### src/design/blr_pkg.sv
// Shared constants, types and the sequencer states of the line rasteriser.
package blr_pkg;

	localparam int COORD_BITS = 6;
	localparam int DEC_BITS   = COORD_BITS + 3;
	localparam int DIM_BITS   = 7;
	localparam int COLOR_BITS = 24;
	localparam int IN_BITS    = 4 * COORD_BITS + COLOR_BITS;
	localparam int OUT_RAW    = 2 * COORD_BITS + COLOR_BITS;
	localparam int OUT_BITS   = ((OUT_RAW + 7) / 8) * 8;
	localparam int ADDR_BITS  = 3;
	localparam int APB_BITS   = 32;

	localparam logic REG_WIDTH  = 1'b0;
	localparam logic REG_HEIGHT = 1'b1;

	localparam logic [DIM_BITS-1:0] DIM_RESET = DIM_BITS'(64);

	typedef logic [COORD_BITS-1:0]      coord_t;
	typedef logic signed [DEC_BITS-1:0] dec_t;
	typedef logic [DIM_BITS-1:0]        dim_t;
	typedef logic [COLOR_BITS-1:0]      color_t;

	typedef enum logic [1:0] {
		ST_IDLE,
		ST_DIFF,
		ST_INIT,
		ST_RUN
	} blr_state_t;

	// Walk state: decision term and the two coordinates along the major and minor axes.
	typedef struct packed {
		dec_t   q;
		coord_t maj;
		coord_t mnr;
	} blr_walk_t;

	// Constant terms of one line, fixed during set-up.
	typedef struct packed {
		dec_t inc_a;
		dec_t inc_b;
		logic mnr_dec;
	} blr_terms_t;

endpackage

### src/design/blr_step_unit.sv
// Step unit: a decision-term update, a major step, and a minor step when q > 0.
module blr_step_unit (
	input  blr_pkg::blr_walk_t  cur,
	input  blr_pkg::blr_terms_t terms,
	output blr_pkg::blr_walk_t  nxt
);
	import blr_pkg::*;

	logic move;

	assign move = (cur.q > 0);

	always_comb begin
		nxt.maj = cur.maj + coord_t'(1);
		if (move) begin
			nxt.q   = cur.q + terms.inc_b;
			nxt.mnr = terms.mnr_dec ? cur.mnr - coord_t'(1) : cur.mnr + coord_t'(1);
		end else begin
			nxt.q   = cur.q + terms.inc_a;
			nxt.mnr = cur.mnr;
		end
	end

endmodule

### src/design/bresenham_line_rasterizer.sv
// Top level: command capture, set-up sequencer, pixel walk and output register.
// A command is accepted, set-up runs in ST_DIFF and then ST_INIT, then the walk gives one
// pixel word per cycle while the output is not stalled. A line gives N words, N being the
// longer extent of the line; no new command is taken until the line is done.
// A degenerate line produces no words.
// Reset (arst_n low, asynchronous) empties the output, returns to idle, and sets both image
// dimensions to 64.
module bresenham_line_rasterizer (
	input  logic                           clk,
	input  logic                           arst_n,
	// s_axis_tdata, from bit 0: x_start, y_start, x_end, y_end, color
	input  logic                           s_axis_tvalid,
	output logic                           s_axis_tready,
	input  logic [blr_pkg::IN_BITS-1:0]    s_axis_tdata,
	// m_axis_tdata, from bit 0: pixel_x, pixel_y, pixel_color, zero padding
	output logic                           m_axis_tvalid,
	input  logic                           m_axis_tready,
	output logic [blr_pkg::OUT_BITS-1:0]   m_axis_tdata,
	output logic                           m_axis_tlast,
	// m_axis_tuser, from bit 0: visible
	output logic [0:0]                     m_axis_tuser,
	input  logic                           psel,
	input  logic                           penable,
	input  logic                           pwrite,
	input  logic [blr_pkg::ADDR_BITS-1:0]  paddr,
	input  logic [blr_pkg::APB_BITS-1:0]   pwdata,
	output logic [blr_pkg::APB_BITS-1:0]   prdata,
	output logic                           pready
);
	import blr_pkg::*;

	blr_state_t state_q, state_d;

	dim_t width_q, height_q;

	coord_t xs_q, ys_q, xe_q, ye_q;
	color_t color_q;

	coord_t adx_q, ady_q;
	logic   xlt_q, xgt_q, ylt_q, dyz_q;

	blr_walk_t  walk_q, walk_nxt;
	blr_terms_t terms_q;
	logic       xmaj_q;
	coord_t     cnt_q;

	logic   out_valid_q;
	coord_t out_x_q, out_y_q;
	color_t out_color_q;
	logic   out_vis_q, out_last_q;

	logic accept, fire, cfg_wr;

	logic signed [COORD_BITS:0] ddx, ddy, adx_w, ady_w;

	logic   xmaj_w;
	coord_t len_w, mnr_len_w, maj0_w, mnr0_w;
	dec_t   m2_w, len1_w;
	coord_t px_w, py_w;

	// Configuration port.
	assign pready = 1'b1;
	assign cfg_wr = psel && penable && pwrite && pready;

	always_ff @(posedge clk or negedge arst_n) begin
		if (!arst_n) begin
			width_q  <= DIM_RESET;
			height_q <= DIM_RESET;
		end else if (cfg_wr) begin
			unique case (paddr[2])
				REG_WIDTH:  width_q  <= pwdata[DIM_BITS-1:0];
				REG_HEIGHT: height_q <= pwdata[DIM_BITS-1:0];
				default:    ;
			endcase
		end
	end

	always_comb begin
		unique case (paddr[2])
			REG_WIDTH:  prdata = APB_BITS'(width_q);
			REG_HEIGHT: prdata = APB_BITS'(height_q);
			default:    prdata = '0;
		endcase
	end

	// Handshakes.
	assign s_axis_tready = (state_q == ST_IDLE);
	assign accept        = s_axis_tvalid && s_axis_tready;
	assign fire          = (state_q == ST_RUN) && (!out_valid_q || m_axis_tready);

	// Sequencer.
	always_ff @(posedge clk or negedge arst_n) begin
		if (!arst_n) begin
			state_q <= ST_IDLE;
		end else begin
			state_q <= state_d;
		end
	end

	always_comb begin
		state_d = state_q;
		unique case (state_q)
			ST_IDLE: begin
				if (accept) begin
					state_d = ST_DIFF;
				end
			end
			ST_DIFF: state_d = ST_INIT;
			ST_INIT: state_d = (len_w == '0) ? ST_IDLE : ST_RUN;
			ST_RUN: begin
				if (fire && cnt_q == coord_t'(1)) begin
					state_d = ST_IDLE;
				end
			end
			default: state_d = ST_IDLE;
		endcase
	end

	// Command capture.
	always_ff @(posedge clk) begin
		if (accept) begin
			xs_q    <= s_axis_tdata[COORD_BITS-1:0];
			ys_q    <= s_axis_tdata[2*COORD_BITS-1:COORD_BITS];
			xe_q    <= s_axis_tdata[3*COORD_BITS-1:2*COORD_BITS];
			ye_q    <= s_axis_tdata[4*COORD_BITS-1:3*COORD_BITS];
			color_q <= s_axis_tdata[IN_BITS-1:4*COORD_BITS];
		end
	end

	// First set-up step (ST_DIFF): endpoint differences, their magnitudes and direction flags.
	assign ddx   = signed'({1'b0, xe_q}) - signed'({1'b0, xs_q});
	assign ddy   = signed'({1'b0, ye_q}) - signed'({1'b0, ys_q});
	assign adx_w = ddx[COORD_BITS] ? -ddx : ddx;
	assign ady_w = ddy[COORD_BITS] ? -ddy : ddy;

	always_ff @(posedge clk) begin
		if (state_q == ST_DIFF) begin
			adx_q <= adx_w[COORD_BITS-1:0];
			ady_q <= ady_w[COORD_BITS-1:0];
			xlt_q <= (xs_q < xe_q);
			xgt_q <= (xs_q > xe_q);
			ylt_q <= (ys_q < ye_q);
			dyz_q <= (ys_q == ye_q);
		end
	end

	// Second set-up step (ST_INIT): pick the octant, the start point and the decision terms.
	// A horizontal line is walked as x-major with no minor movement, starting one left of
	// its left end so that the left end is drawn and the right end is not.
	assign xmaj_w = dyz_q || (ady_q <= adx_q);

	always_comb begin
		if (xmaj_w) begin
			len_w     = adx_q;
			mnr_len_w = dyz_q ? '0 : ady_q;
			if (dyz_q) begin
				maj0_w = (xlt_q ? xs_q : xe_q) - coord_t'(1);
				mnr0_w = ys_q;
			end else begin
				maj0_w = xlt_q ? xs_q : xe_q;
				mnr0_w = xlt_q ? ys_q : ye_q;
			end
		end else begin
			len_w     = ady_q;
			mnr_len_w = adx_q;
			maj0_w    = ylt_q ? ys_q : ye_q;
			mnr0_w    = ylt_q ? xs_q : xe_q;
		end
	end

	assign m2_w   = signed'({{(DEC_BITS-COORD_BITS-1){1'b0}}, mnr_len_w, 1'b0});
	assign len1_w = signed'({{(DEC_BITS-COORD_BITS){1'b0}}, len_w});

	always_ff @(posedge clk) begin
		if (state_q == ST_INIT) begin
			xmaj_q        <= xmaj_w;
			cnt_q         <= len_w;
			walk_q.q      <= m2_w - len1_w;
			walk_q.maj    <= maj0_w;
			walk_q.mnr    <= mnr0_w;
			terms_q.inc_a <= m2_w;
			terms_q.inc_b <= m2_w - (len1_w <<< 1);
			terms_q.mnr_dec <= xmaj_w ? (xlt_q ^ ylt_q) : (ylt_q ? xgt_q : xlt_q);
		end else if (fire) begin
			walk_q <= walk_nxt;
			cnt_q  <= cnt_q - coord_t'(1);
		end
	end

	blr_step_unit u_step (
		.cur   (walk_q),
		.terms (terms_q),
		.nxt   (walk_nxt)
	);

	// Output register.
	assign px_w = xmaj_q ? walk_nxt.maj : walk_nxt.mnr;
	assign py_w = xmaj_q ? walk_nxt.mnr : walk_nxt.maj;

	always_ff @(posedge clk or negedge arst_n) begin
		if (!arst_n) begin
			out_valid_q <= 1'b0;
		end else if (fire) begin
			out_valid_q <= 1'b1;
		end else if (m_axis_tready) begin
			out_valid_q <= 1'b0;
		end
	end

	always_ff @(posedge clk) begin
		if (fire) begin
			out_x_q     <= px_w;
			out_y_q     <= py_w;
			out_color_q <= color_q;
			out_vis_q   <= (DIM_BITS'(px_w) < width_q) && (DIM_BITS'(py_w) < height_q);
			out_last_q  <= (cnt_q == coord_t'(1));
		end
	end

	assign m_axis_tvalid = out_valid_q;
	assign m_axis_tdata  = OUT_BITS'({out_color_q, out_y_q, out_x_q});
	assign m_axis_tlast  = out_last_q;
	assign m_axis_tuser  = out_vis_q;

endmodule

### config.mk
export PLATFORM = sky130hd
export DESIGN_NAME = bresenham_line_rasterizer
export DESIGN_NICKNAME = d
export VERILOG_FILES = /design/src/design/blr_pkg.sv /design/src/design/blr_step_unit.sv /design/src/design/bresenham_line_rasterizer.sv
export SDC_FILE = /design/constraint.sdc
export NUM_CORES = 1
export LEC_CHECK = 0
export BUFFER_PORTS_ARGS = -buffer_cell sky130_fd_sc_hd__buf_2
export CORE_MARGIN = 4
export CORE_UTILIZATION = 32
export DETAILED_ROUTE_END_ITERATION = 8
export GPL_TIMING_DRIVEN = 0
export HOLD_SLACK_MARGIN = 0.1
export PLACE_DENSITY = 0.62
export SETUP_SLACK_MARGIN = 0.1
export SLEW_MARGIN = 40
export SYNTH_ARGS = -nofsm -noshare
export SYNTH_HDL_FRONTEND = slang
export SYNTH_HIERARCHICAL = 1
export SYNTH_SLANG_ARGS = --single-unit
export TNS_END_PERCENT = 100
### constraint.sdc
create_clock -name clk -period 6.5 [get_ports clk]
set_input_delay 0 -clock clk [delete_from_list [all_inputs] [get_ports clk]]
set_output_delay 0 -clock clk [all_outputs]
set_load 0.02 [all_outputs]
==> out/qor.csv, run 1 <==
metric,value,unit
status,"complete, no violations",
MaxCap Viol Count,0,
Wirelength per Cell,14.5,um
first-pass GRT wire length,32500,um
"antenna viol nets, final",0,
Pwr Density,324,nW/um2
Crit Path Class,flop to flop,
Post-Route WL,20600,um
post-CTS sizing,0,
setup TNS,0,ps
Mapped Area,9150,um2
HPWL after detailed placement,15600,um
worst r2r src,adx_q[1]$_DFFE_PN_,
Rel. slew slack,52.2,%
Final Non-Filler Cells,1418,
Final GP Congestion,0.878,
Crit path buffers/inverters,3,
Peak VDD IR,0.165,mV
most frequent cells in the layout,"edfxtp_1 (144), buf_2 (111), nand2_1 (72)",
maximum clock insertion buffer count,2,
"delay-heaviest family, CP",compound AO/OA/AOI/OAI gates,
Avg Vias per Cell,4.63,
Yosys cell types,64,
HP Class,input pin to flop,
Worst R2R Path Depth,16,
"Top FF cell, synth",edfxtp_1,
final hold slack,252,ps
filler instances,2629,
Setup crit end kind,flop,
"commonest non-fill, non-tap cell in the layout",edfxtp_1,
Pre-antenna DRT Iters,5,
Hold Crit Start,pwrite,
#FFs+latches synth,161,
worst-case clock skew,10.6,ps
H-tree levels,4,
DRC errors left,0,
die area,31400,um2
setup ws final,2190,ps
pin count of the biggest net entering global routing,41,
Hold Buf Count CTS,60,
worst-path maximum fanout,10,
initial antenna violation count,0,
Least-Margin Pin Slew,713,ps
RR Endpoint,walk_q[19]$_DFFE_PP_,
leakage power,4.78,nW
GRT Util Overall,12.9,%
slowest cell delay on critical path,480,ps
minimum clock period,4310,ps
number of clock sinks,161,
First DRT Iteration DRCs,353,
Slew Limit Fails,0,
total of warnings raised by yosys,6,
utilization after layout,41.4,%
clock transition at the registers of the reported paths,70,ps
Antenna Cells,0,
Total Power,3.76,mW
Inst Count DP,1326,
number of global-route vias before repair,6462,
Die Width,177,um
Worst Hold Path EP,width_q[6]$_DFFE_PN1P_,
num rows,61,
CP cell instances,clkinv_1 -> ha_1 -> nor2b_1 -> o21bai_4 -> a311oi_4 -> buf_4 -> buf_4 -> nor2_1 -> a21oi_1 -> ha_1 -> nand2_1 -> o21ai_0 -> mux2i_1 -> and2_1 -> o21ai_0 -> nand2_1,
layout cell share with drive strength beyond 1,23.0,%
syn avg cell area,11.4,um2
Synth Instances,802,
Crit-path slowest cell,edfxtp_1,
Layout Nets,1176,
total global routing overflow,0,
CTS tree,built,
starting density of the core,32.7,%
DR vias,6564,
DP Area,10400,um2
final hold viol count,0,
TritonCTS buffer count,17,
fraction of registers with async set or reset after synthesis,10.6,%
IO buf count,109,
WP data arrival,4480,ps
RSZ-0062 raised after global routing,false,
worst path required time,6660,ps
"EDFF count, synth",144,
setup bufs post-CTS,0,
Worst setup SP type,flop,
Setup Viol. Count Final,0,
Max Clock Freq,232,MHz
CORE AREA,28000,um2
Min-Delay Path Depth,3,
pre-CTS setup slack,2170,ps
clock latency on the worst-skew pair,430,ps
Final period util,66.3,%
Die H,177,um
post-synthesis sequential area ratio,51.9,%
Synth-to-Final Area Change,26.8,%
# IOs,167,
Worst R2R Setup Slack,2190,ps
clk root buf,clkbuf_16,
final instance area,11600,um2
==> worst min-delay path: stages <==
cell	delay (ps)
buf_2	110
nand4b_1	320
mux2_2	220
==> cells in the mapped netlist, types with 3 or more instances <==
cell        n  area share, %
a21o_1      3           0.25
o21bai_1    6           0.49
fa_1        4           0.87
nand4_1     6           0.41
nor2_1     50            2.1
nor3b_1     3           0.25
and3_1      5           0.34
dfrtp_1    15            4.1
a21boi_0    6           0.49
o21ai_0    58            3.2
xnor2_1    34            3.3
buf_4      34            2.8
xor2_1     15            1.4
a21oi_1    40            2.2
a31oi_1     7           0.48
or3_1       3           0.21
nor2b_1    10           0.68
and2_1      3           0.21
a221oi_1    3           0.29
nand2b_1   12           0.82
nand3_1    13           0.71
mux2_2     39            4.8
inv_1      60            2.5
edfxtp_1  144             47
clkbuf_1   15           0.62
a211oi_1    6           0.49
ha_1       55            7.5
o31ai_1     4           0.33
o211ai_1    9           0.74
mux2i_1    22            2.4
nand2_1    72            3.0
nor3_1      5           0.27
==> layer usage <==
metal	global-route usage, %	up-vias	share of wire (%)	routed length (um)
met1	17.3	3127	45	9330
li1	-	3281	-	-
met5	0	-	0	0
met2	21.6	130	49	10100
met4	3.09	0	1.4	285
met3	2.39	26	4.1	845
==> where the power goes <==
group / switching, mW / internal, mW
combinational: 0.697 / 0.564
clock: 0.481 / 0.523
sequential: 0.107 / 1.39
total: 1.29 / 2.47
==> sequential cells by signal, indices dropped and copies added (netlist names), 2 cells and up <==
signal / count
out_color_q: 24
ady_q: 6
color_q: 24
ye_q: 6
xe_q: 6
width_q: 7
out_y_q: 6
walk_q: 21
xs_q: 6
cnt_q: 6
adx_q: 6
terms_q: 14
height_q: 7
out_x_q: 6
state_q: 2
ys_q: 6
==> worst max-delay path by stage <==
| stage | startpoint | depth (start not counted) | to |
|---|---|---|---|
| 5_1_grt | adx_q[1]$_DFFE_PN_ | 16 | walk_q[17]$_DFFE_PP_ |
| 3_3_place_gp | adx_q[1]$_DFFE_PN_ | 15 | terms_q[8]$_DFFE_PP_ |
| 3_5_place_dp | adx_q[1]$_DFFE_PN_ | 15 | terms_q[7]$_DFFE_PP_ |
| 6_report | adx_q[1]$_DFFE_PN_ | 16 | walk_q[19]$_DFFE_PP_ |
| 2_1_floorplan | adx_q[4]$_DFFE_PN_ | 16 | terms_q[7]$_DFFE_PP_ |
| 4_1_cts | adx_q[1]$_DFFE_PN_ | 15 | terms_q[8]$_DFFE_PP_ |
==> kinds of logic (layout without fill, tap and decap cells) <==
logic type                 Yosys count  after routing  synth area share (%)
buffers and inverters              116            321                  6.42
and+or+nand+nor                    193            193                  9.96
DFF                                161            161                  51.9
adders and majority gates           60             60                  8.50
AOI/OAI and AO/OA                  159            159                  11.1
other                                2             35                0.0820
xor gates and xnor gates            49             49                  4.69
muxes                               62             62                  7.37
==> cell type report <==
cell class / count / area, um2 / share of cell area [%]
flip-flops and latches: 161 / 4750 / 40.9
repair buffers: 173 / 1220 / 10.5
plain buffers: 53 / 352 / 3.03
well taps: 378 / 473 / 4.07
inverters: 63 / 236 / 2.04
multi-input cells: 558 / 3970 / 34.2
clock inverters: 15 / 185 / 1.60
clock buffers: 17 / 425 / 3.66
(Power assumes the default switching activity.)
==> inputs of run 2 (changes only) <==
Clock period 6.5 ns to 4.31 ns, I/O delays scaled along.
==> out/qor.csv, run 2 (synthesis gave the netlist of run 1 again) <==
metric,value,unit,change
# IOs,167,,unchanged
sequential share of power,39.7,%,about the same
GRT Util Overall,12.9,%,about the same
worst-case clock skew,10.5,ps,-0.122 ps
number of global-route vias before repair,6459,,-0.046%
Sw Share,34.2,%,about the same
most frequent cells in the layout,"edfxtp_1 (144), buf_2 (111), nand2_1 (72)",,
final instance area,11600,um2,+0.15%
Crit path buffers/inverters,5,,+2
Avg Vias per Cell,4.63,,about the same
"delay-heaviest family, CP",compound AO/OA/AOI/OAI gates,,
final hold slack,252,ps,-0.383 ps
Layout Nets,1177,,+0.085%
layout cell share with drive strength beyond 1,23.4,%,+0.46 points
Setup Viol. Count Final,0,,unchanged
MaxCap Viol Count,0,,unchanged
Worst setup SP type,flop,,
num rows,61,,unchanged
Die Width,177,um,unchanged
status,"complete, no violations",,
IO buf count,109,,unchanged
Total Power,5.67,mW,+51%
Int Power,3.73,mW,+51%
CTS tree,built,,
Peak VDD IR,0.248,mV,+50%
Rel. slew slack,52.2,%,about the same
CP cell instances,clkinv_2 -> ha_1 -> nor2b_1 -> o21bai_4 -> a311oi_4 -> buf_4 -> buf_4 -> mux2i_2 -> inv_1 -> ha_1 -> inv_1 -> ha_1 -> o21ai_0 -> a21boi_0 -> a221oi_1,,
HP Class,input pin to flop,,
Crit Path Class,flop to flop,,
most frequent CP cell,ha_1,,
CORE AREA,28000,um2,unchanged
starting density of the core,32.7,%,unchanged
filler instances,2629,,unchanged
First DRT Iteration DRCs,351,,-0.57%
minimum clock period,3870,ps,-438 ps
slowest cell delay on critical path,490,ps,about the same
setup TNS,0,ps,unchanged
leakage power,4.79,nW,+0.22%
worst path required time,4450,ps,-2210 ps
H-tree levels,4,,unchanged
clock latency on the worst-skew pair,430,ps,about the same
Least-Margin Pin Slew,713,ps,-0.0891 ps
worst-path maximum fanout,10,,unchanged
Pwr Density,488,nW/um2,+51%
total global routing overflow,0,,unchanged
"commonest non-fill, non-tap cell in the layout",edfxtp_1,,
"antenna viol nets, final",0,,unchanged
Switch Pwr,1.94,mW,+51%
top flop regs,"color_q: 24 flops, out_color_q: 24 flops, walk_q: 21 flops",,
DRC errors left,0,,unchanged
number of clock sinks,161,,unchanged
first-pass GRT wire length,32500,um,about the same
clock transition at the registers of the reported paths,70,ps,about the same
DR vias,6568,,+0.061%
utilization after layout,41.5,%,+0.062 points
clk root buf,clkbuf_16,,
TritonCTS buffer count,17,,unchanged
RSZ-0062 raised after global routing,false,,
final hold viol count,0,,unchanged
Antenna Cells,0,,unchanged
WP data arrival,4010,ps,-470 ps
Synth-to-Final Area Change,27.0,%,
HPWL after detailed placement,15600,um,unchanged
Die H,177,um,unchanged
Crit-path slowest cell,edfxtp_1,,
Logic pwr share,33.6,%,about the same
Slew Limit Fails,0,,unchanged
Setup crit end kind,flop,,
Final period util,89.9,%,+24 points
initial antenna violation count,0,,unchanged
Post-Route WL,20600,um,about the same
clock group share of total power,26.7,%,about the same
DP Area,10400,um2,unchanged
Wirelength per Cell,14.5,um,-0.15%
Final GP Congestion,0.878,,unchanged
Pre-antenna DRT Iters,7,,+2
pin count of the biggest net entering global routing,41,,unchanged
die area,31400,um2,unchanged
maximum clock insertion buffer count,2,,unchanged
Max Clock Freq,258,MHz,+11%
[run 2: power by group through the flow]
stage	logic, mW	clock network [mW]	registers, mW
CTS	1.91	1.54	2.25
global placement	1.79	0	2.29
finish	1.91	1.51	2.25
detailed placement	1.85	0	2.29
floorplan	1.29	0	2.36
global route	2.14	1.62	2.28
[run 2: final cells by class]
class                   count  area, um2  share of cell area, %
flip-flops and latches    161       4750                   40.9
clock buffers              17        425                   3.66
repair buffers            174       1230                   10.5
multi-input cells         558       3970                   34.2
well taps                 378        473                   4.07
plain buffers              53        353                   3.03
inverters                  63        238                   2.04
clock inverters            15        185                   1.59
[run 2: through the flow]
stage                     instances  setup slack (ps)
after floorplan                 835               756
after global placement         1322              37.8
after detailed placement       1326             -18.3
after CTS                      1418               146
after global routing           1419               173
final                          1419               435
[run 2: path summary, 6_finish.rpt]
check | start | end | slack (ps) | cells past startpoint
max reg2reg | adx_q[1]$_DFFE_PN_ | terms_q[8]$_DFFE_PP_ | 440 | 15
max in group asynchronous | arst_n | state_q[0]$_DFFE_PN0P_ | 3340 | 4
min in group asynchronous | arst_n | height_q[6]$_DFFE_PN1P_ | 600 | 3
min reg2reg | color_q[22]$_DFFE_PP_ | out_color_q[22]$_DFFE_PP_ | 420 | 0
min | pwrite | width_q[6]$_DFFE_PN1P_ | 250 | 3
max | adx_q[1]$_DFFE_PN_ | terms_q[8]$_DFFE_PP_ | 440 | 15
[run 2: worst reg2reg max path: cells and delay by family, from the launching register on]
family          cells  cell delay, ps
fa+ha+maj           3             730
simple gates        1             210
compound gates      5             940
flops               1             490
buf+inv             5             820
mux                 1             400
[run 2: timing repair]
action | CTS | global route
buffers inserted | 0 | 1
pin swaps | 0 | 1
endpoints found under the hold margin | 90 | 0
hold buffers | 60 | 0
setup endpoints to repair | 8 | 8
gates resized for setup | 3 | 3
[run 2: per-layer routing]
metal,part of all wire (%),global-route usage (%),up-vias
li1,-,-,3277
met1,45,17.3,3132
met2,49,21.6,134
met3,4.1,2.39,25
met4,1.3,3.09,0
met5,0,0,-
